===== src/hw/rtl/lesf_pkg.sv =====
// Shared types, constants and luma function for the Laplacian edge stream filter.
`timescale 1ns / 1ps
`default_nettype none

package lesf_pkg;

    localparam int PIX_W     = 24;
    localparam int CFG_W     = 12;
    localparam int ROW_W     = 12;
    localparam int LUMA_W    = 8;
    localparam int CFG_IDX_W = 2;

    // Register indexes of the configuration channel
    localparam logic [CFG_IDX_W-1:0] REG_FRAME_WIDTH  = 2'd0;
    localparam logic [CFG_IDX_W-1:0] REG_FRAME_HEIGHT = 2'd1;

    localparam logic [CFG_W-1:0] RESET_FRAME_WIDTH  = 12'd800;
    localparam logic [CFG_W-1:0] RESET_FRAME_HEIGHT = 12'd600;

    // BT.601-style luma weights, sum is 256
    localparam logic [7:0] COEF_R = 8'd77;
    localparam logic [7:0] COEF_G = 8'd150;
    localparam logic [7:0] COEF_B = 8'd29;

    localparam logic [LUMA_W-1:0] LUMA_MAX = 8'hff;

    // Item between the input register and the window stage
    typedef struct packed {
        logic [LUMA_W-1:0] luma;
        logic              zero_edge;
        logic              first;
        logic              row_end;
    } stage_t;

    // Result held in the output register
    typedef struct packed {
        logic [LUMA_W-1:0] level;
        logic              first;
        logic              row_end;
    } result_t;

    // Y = (77R + 150G + 29B) >> 8
    function automatic logic [LUMA_W-1:0] luma_of(input logic [PIX_W-1:0] rgb);
        logic [15:0] sum;
        sum = 16'(COEF_R) * 16'(rgb[23:16])
            + 16'(COEF_G) * 16'(rgb[15:8])
            + 16'(COEF_B) * 16'(rgb[7:0]);
        return sum[15:8];
    endfunction

endpackage

`default_nettype wire


===== src/hw/rtl/lesf_laplace.sv =====
// 3x3 luma window, clamped 8-neighbor Laplacian and output register.
`timescale 1ns / 1ps
`default_nettype none

module lesf_laplace (
    input  wire logic                          clk,
    input  wire logic                          rst_n,
    input  wire logic                          stage_valid,
    input  wire lesf_pkg::stage_t              stage,
    input  wire logic [lesf_pkg::LUMA_W-1:0]   col_top,
    input  wire logic [lesf_pkg::LUMA_W-1:0]   col_mid,
    input  wire logic                          out_ready,
    output logic                               stage_take,
    output logic                               out_valid,
    output lesf_pkg::result_t                  result
);

    // [row*2 + col], col 0 is the oldest column
    logic [lesf_pkg::LUMA_W-1:0] win_reg [6];
    logic [lesf_pkg::LUMA_W-1:0] col_new [3];

    logic                        out_valid_reg;
    logic                        out_valid_next;
    lesf_pkg::result_t           result_reg;
    lesf_pkg::result_t           result_next;

    logic [10:0]                 centre_x8;
    logic [10:0]                 ring_sum;
    logic signed [11:0]          diff;
    logic [lesf_pkg::LUMA_W-1:0] clamped;

    assign col_new[0] = col_top;
    assign col_new[1] = col_mid;
    assign col_new[2] = stage.luma;

    // Stage moves on when the output register is empty or drains this cycle
    assign stage_take = stage_valid & (~out_valid_reg | out_ready);

    // Laplacian: 8 * centre minus the eight neighbors, clamp to 0..255
    always_comb
    begin
        centre_x8 = {win_reg[3], 3'b000};
        ring_sum  = 11'(win_reg[0]) + 11'(win_reg[1]) + 11'(col_new[0])
                  + 11'(win_reg[2]) + 11'(col_new[1])
                  + 11'(win_reg[4]) + 11'(win_reg[5]) + 11'(col_new[2]);
        diff      = $signed({1'b0, centre_x8}) - $signed({1'b0, ring_sum});
        if (diff < 12'sd0)
        begin
            clamped = '0;
        end
        else if (diff > 12'sd255)
        begin
            clamped = lesf_pkg::LUMA_MAX;
        end
        else
        begin
            clamped = diff[7:0];
        end
    end

    always_comb
    begin
        result_next.level   = stage.zero_edge ? '0 : clamped;
        result_next.first   = stage.first;
        result_next.row_end = stage.row_end;
    end

    always_comb
    begin
        if (stage_take)
        begin
            out_valid_next = 1'b1;
        end
        else if (out_ready)
        begin
            out_valid_next = 1'b0;
        end
        else
        begin
            out_valid_next = out_valid_reg;
        end
    end

    // Window shift and result capture
    always_ff @(posedge clk)
    begin
        if (stage_take)
        begin
            for (int k = 0; k < 3; k++)
            begin
                win_reg[2*k]     <= win_reg[2*k+1];
                win_reg[2*k + 1] <= col_new[k];
            end
            result_reg <= result_next;
        end
    end

    always_ff @(posedge clk or negedge rst_n)
    begin
        if (!rst_n)
        begin
            out_valid_reg <= 1'b0;
        end
        else
        begin
            out_valid_reg <= out_valid_next;
        end
    end

    assign out_valid = out_valid_reg;
    assign result    = result_reg;

endmodule

`default_nettype wire


===== config.mk =====
export PLATFORM = sky130hd
export DESIGN_NAME = lesf_laplace
export DESIGN_NICKNAME = d
export VERILOG_FILES = /design/src/hw/rtl/lesf_pkg.sv /design/src/hw/rtl/lesf_laplace.sv
export SDC_FILE = /design/constraint.sdc
export NUM_CORES = 1
export LEC_CHECK = 0
export BUFFER_PORTS_ARGS = -buffer_cell sky130_fd_sc_hd__buf_4
export CORE_ASPECT_RATIO = 0.9
export CORE_MARGIN = 4
export CORE_UTILIZATION = 34
export CTS_CLUSTER_DIAMETER = 80
export CTS_CLUSTER_SIZE = 25
export DETAILED_ROUTE_END_ITERATION = 10
export HOLD_SLACK_MARGIN = 0.1
export MAX_ROUTING_LAYER = met4
export PLACE_DENSITY = 0.6
export SYNTH_ARGS = -nofsm -noshare
export SYNTH_HDL_FRONTEND = slang
export SYNTH_SLANG_ARGS = --single-unit

===== constraint.sdc =====
create_clock -name clk -period 5.6 [get_ports clk]
set_input_delay 0.56 -clock clk [delete_from_list [all_inputs] [get_ports clk]]
set_output_delay 0.56 -clock clk [all_outputs]
set_load 0.05 [all_outputs]

Word level (Yosys, flattened, before mapping)
Memories as Yosys holds them, arrays and structs flattened.
Index checks and enable logic that the tools add are counted.
{"block": "totals", "reg_bits": 11, "ram_bits": 48, "input_bits": 31, "out_inout_bits": 12, "word_cells": 25, "memories": 1}
{"block": "op_classes", "n_addsub": 8, "order_cmp": 2, "n_mux": 5, "bitwise_logic": 3, "n_reduce_logical": 2}
{"memory": "win_reg", "words": 6, "width": 8, "read_ports": 6, "rd_ports_with_merged_regs": 0, "wr": 6, "line_no": "lesf_laplace.sv:19", "source": "logic [lesf_pkg::LUMA_W-1:0] win_reg [6];"}
{"op": "adder 11 x 8 -> 11 bit", "n": 4}
{"op": "greater-than comparator 12 x 9 -> 1 bit, second input constant", "n": 1}
{"op": "less-than comparator 12 x 1 -> 1 bit, second input constant", "n": 1}
{"op": "subtractor 11 x 11 -> 12 bit", "n": 1}
{"op": "adder 10 x 8 -> 11 bit", "n": 1}
{"op": "adder 9 x 8 -> 10 bit", "n": 1}
{"op": "adder 8 x 8 -> 9 bit", "n": 1}
{"op": "two-way mux 8 bit", "n": 1}
{"op": "two-way mux 1 bit", "n": 4}
{"op": "nonzero test 2 bit", "n": 1}
{"op": "OR reduction 2 bit", "n": 1}
{"op": "AND 1 bit", "n": 1}
{"op": "NOT 1 bit", "n": 1}
{"op": "OR 1 bit", "n": 1}

Logic depth before layout (Yosys ltp)
An unclocked memory read counts as a cell.
{"block": "logic_depth", "ltp_word": 11, "mapped_depth": 16, "depth_no_buf": 16}

Worst setup path after synthesis
Ideal clock, no wire load.
{"block": "synth_timing", "path_kind": "input -> register", "start": "in col_top[2] (netlist name)", "end": "reg result_reg, in the netlist result[5] (data pin)", "setup_time_ns": 0.277, "t_arrival_ns": 4.180, "required_ns": 5.323, "slack_ns": 1.144, "cell_stages": 14, "path_buffers": 0, "path_cell_list": "inv_1 -> fa_1 -> fa_1 -> fa_1 -> inv_1 -> fa_1 -> inv_1 -> ha_1 -> a21oi_1 -> a21oi_2 -> nor2_1 -> o211ai_2 -> nor4b_4 -> a21oi_1"}
{"block": "synth_via", "elab_chain_len": 9, "elab_cells_between_ends": 11, "cone_classes": "add/sub (7); order compare (2); mux (1); reduce/logical (1)"}
{"element": "from (decl)", "line_no": "lesf_laplace.sv:10", "source": "input wire logic [lesf_pkg::LUMA_W-1:0] col_top,"}
{"element": "adder 9 x 8 -> 10 bit (*)", "line_no": "lesf_laplace.sv:43", "source": "ring_sum = 11'(win_reg[0]) + 11'(win_reg[1]) + 11'(col_new[0])"}
{"element": "adder 10 x 8 -> 11 bit (*)", "line_no": "lesf_laplace.sv:44", "source": "+ 11'(win_reg[2]) + 11'(col_new[1])"}
{"element": "adder 11 x 8 -> 11 bit (*)", "line_no": "lesf_laplace.sv:44"}
{"element": "adder 11 x 8 -> 11 bit (*) (3 in a row)", "line_no": "lesf_laplace.sv:45", "source": "+ 11'(win_reg[4]) + 11'(win_reg[5]) + 11'(col_new[2]);"}
{"element": "subtractor 11 x 11 -> 12 bit (*)", "line_no": "lesf_laplace.sv:46", "source": "diff = $signed({1'b0, centre_x8}) - $signed({1'b0, ring_sum});"}
{"element": "greater-than comparator 12 x 9 -> 1 bit / less-than comparator 12 x 1 -> 1 bit (equally long branches)", "line_no": "lesf_laplace.sv:51, lesf_laplace.sv:47"}
{"element": "two-way mux 8 bit / OR reduction 2 bit (equally long branches)"}
{"element": "to (signal assigned)", "line_no": "lesf_laplace.sv:94", "source": "result_reg <= result_next;"}
{"element": "to (decl)", "line_no": "lesf_laplace.sv:24", "source": "lesf_pkg::result_t result_reg;"}
Every way passes the cells marked *; elsewhere a longest branch is shown, timed or not.
A chain may end at the register's enable or synchronous reset.

==> results.yml <==
status:
  status: "completed"
global_routing:
  grt_max_degree: 59
  grt_overflow: 0
  grt_pass1_wl_um: 10670
  grt_use_total: 0.1078
  antenna_found_initial: 0
  grt_pass1_vias: 2309
logic_synthesis:
  synth.area.mux_share: 0.005395
  ys_types: 32
  syn-cell-area_mm2: 0.003943
  synth.area.top_cells: "edfxtp_1 44%, fa_1 27%, inv_1 11%"
  synth-seq-cells: 59
  synth_top_area_frac: 0.4418
  synth_area_per_cell_um2: 12.60
  synth_fa_ha_area_frac: 0.3294
  synth_top_area_cell: "edfxtp_1"
  yosys.area_share.simple: 0.03650
  synth_top_family_by_area: "adder cells"
  synth_compound_gate_area_share: 0.05395
  synthesis.nets: 416
  synthCells: 313
  synth_xor_area_frac: 0.01999
  yosysSeqAreaShare: 0.4481
  yosys_warnings: 0
floorplan:
  row_count: 37
  die_w_um: 121.5
  die_h_um: 110.2
  die-area_mm2: 0.01338
  coreArea_mm2: 0.01139
  initial_core_util: 0.3462
  io_pins: 43
placement:
  io_buffers: 42
  post-place-cells: 512
  place_area_mm2: 0.004462
  globalplace.congestion: 0.7338
  dp_hpwl_um: 5050
final_layout:
  finish.utilization: 0.4165
  nNetsFinal: 471
  largest_reg_flops: 48
  fillers: 1121
  layout-drive-gt1-share: 0.1582
  antennaDiodeCount: 0
  final_common_cell: "inv_1"
  layout_common_cells: "112 x inv_1, 58 x edfxtp_1, 53 x fa_1"
  fin_cells: 529
  area_delta_synth_final_pct: 20.31
  final_cell_area_mm2: 0.004743
min_path:
  hold_class: "primary input to register"
  hold_depth: 1
worst_setup_path:
  critPathLaunchType: "register"
  cp_common_cell: "fa_1"
  crit_family: "adder cells"
  cp-end-kind: "register"
  critPathKind: "register to register"
  worst_r2r_path_depth: 14
  crit_chain: "fa_1 > inv_1 > fa_1 > fa_1 > inv_1 > fa_1 > inv_1 > ha_1 > a21oi_1 > a21oi_2 > nor2_1 > o211ai_2 > nor4b_4 > a21oi_1"
  crit_buf_inv: 3
  cp.arrival_ps: 4560
  required_ps: 5640
  cp.depth: 14
  cp_max_fo: 8
  slowest_delay_ps: 540
  crit_path_top_delay_cell: "fa_1"
sta:
  maxSlewViolCount: 0
  finalCriticalPeriod_ps: 4515
  hold_viol_final: 0
  grt_setup_unrepaired: "no"
  fin_setup_tns_ps: 0
  hold_slack_ps: 416.6
  fmax_ghz: 0.2215
  skew_ps: 5.781
  min_period_over_period: 0.8062
  worst_pin_slew_ps: 741.3
  max_slew_margin: 0.5058
  finalSetupViolCount: 0
clock_tree:
  cts_buffer_depth: 2
  cts_tree: "done"
  ctsResizeCount: 0
  clockRootBuffer: "clkbuf_16"
  numClockSinks: 59
  cts.clk_slew.worst_paths_ps: 50
  hold_buffers: 1
  post-cts-setup-buffers: 0
  clk_latency_ps: 320
  cts_max_level: 3
  cts_made_buffers: 9
detailed_routing:
  drt-initial-drc-count: 53
  dr_total_vias: 2166
  drt_wl_total_um: 6224
  via_per_inst: 4.095
  first_pass_iters: 4
  ant_nets: 0
  drc: 0
  wl_per_cell_um: 11.77
power:
  ir_worst_vdd_v: 0.0002489
  p_leak_uw: 0.002220
  powerDensity_mw_per_mm2: 541.1
job:
  drv_cap: 0
worst paths after layout:
| path | start | to | slack, ps |
|---|---|---|---|
| worst max-delay path | win_reg[5][2]$_DFFE_PP_ | result[2]$_SDFFCE_PP0P_ | 1090 |
| worst min-delay path | stage[0] | result[0]$_DFFE_PP_ | 420 |
| worst max register to register | win_reg[5][2]$_DFFE_PP_ | result[2]$_SDFFCE_PP0P_ | 1090 |
| worst min register to register | win_reg[1][7]$_DFFE_PP_ | win_reg[0][7]$_DFFE_PP_ | 450 |
| max in group asynchronous | rst_n | out_valid$_DFFE_PN0P_ | 4960 |
| min in group asynchronous | rst_n | out_valid$_DFFE_PN0P_ | 560 |
logic make-up (layout without fill, tap and decap cells):
logic type / count (synthesis) / count (layout)
AO/OA/AOI/OAI: 34 / 34
XOR/XNOR: 9 / 9
adder cells (fa/ha/maj): 72 / 72
buffers and inverters: 112 / 172
flip-flops: 59 / 59
multiplexers: 2 / 2
AND/OR/NAND/NOR: 25 / 25
routing by layer:
layer | GRT usage | wire length (µm) | up-vias
li1 | - | - | 1074
met5 | - | 0 | -
met2 | 0.1613 | 2926 | 43
met3 | 0.03724 | 299 | 10
met4 | 0.04080 | 94 | 0
met1 | 0.1364 | 2903 | 1039
worst reg2reg max path: stages, from the launching register on:
cell	delay, ps
edfxtp_1	410
fa_1	530
inv_1	50
fa_1	460
fa_1	540
inv_1	60
fa_1	530
inv_1	40
ha_1	340
a21oi_1	230
a21oi_2	100
nor2_1	200
o211ai_2	150
nor4b_4	460
a21oi_1	150
cell type report:
class                           count  area (µm²)  area share
Multi-Input combinational cell    142        1757      0.3703
Clock buffer                       16       271.5     0.05724
Sequential cell                    59        1767      0.3725
Tap cell                          156       195.2     0.04115
Timing Repair Buffer               44       332.8     0.07017
Inverter                          112       420.4     0.08863
report_power, final:
group / internal [µW] / switching [µW]
registers: 543 / 14.3
logic: 630 / 886
clock network: 323 / 171
cells in the mapped netlist, drive strengths merged:
library cell and count:
or4 1, fa 53, nand3b 2, nor4b 1
nor3 1, a21o 4, a311o 1, nand2 5
dfrtp 1, inv 112, and3 1, a31oi 1
ha 19, nor2 7, xor2 5, and2 1
nand4 1, o311a 1, edfxtp 58, mux2i 1
o211ai 3, mux2 1, o21bai 1, a21oi 18
o21ai 4, xnor2 4, nand2b 3, a21boi 1
nand3 2
per-stage QoR:
| step | worst slack [ps] | total power (µW) |
|---|---|---|
| global placement | 851.0 | 2078 |
| detailed placement | 779.6 | 2103 |
| CTS | 1055 | 2617 |
| finish | 1085 | 2567 |
| global route | 809.9 | 2820 |
| floorplan | 1144 | 1808 |
Power figures use the tool's default switching activity.
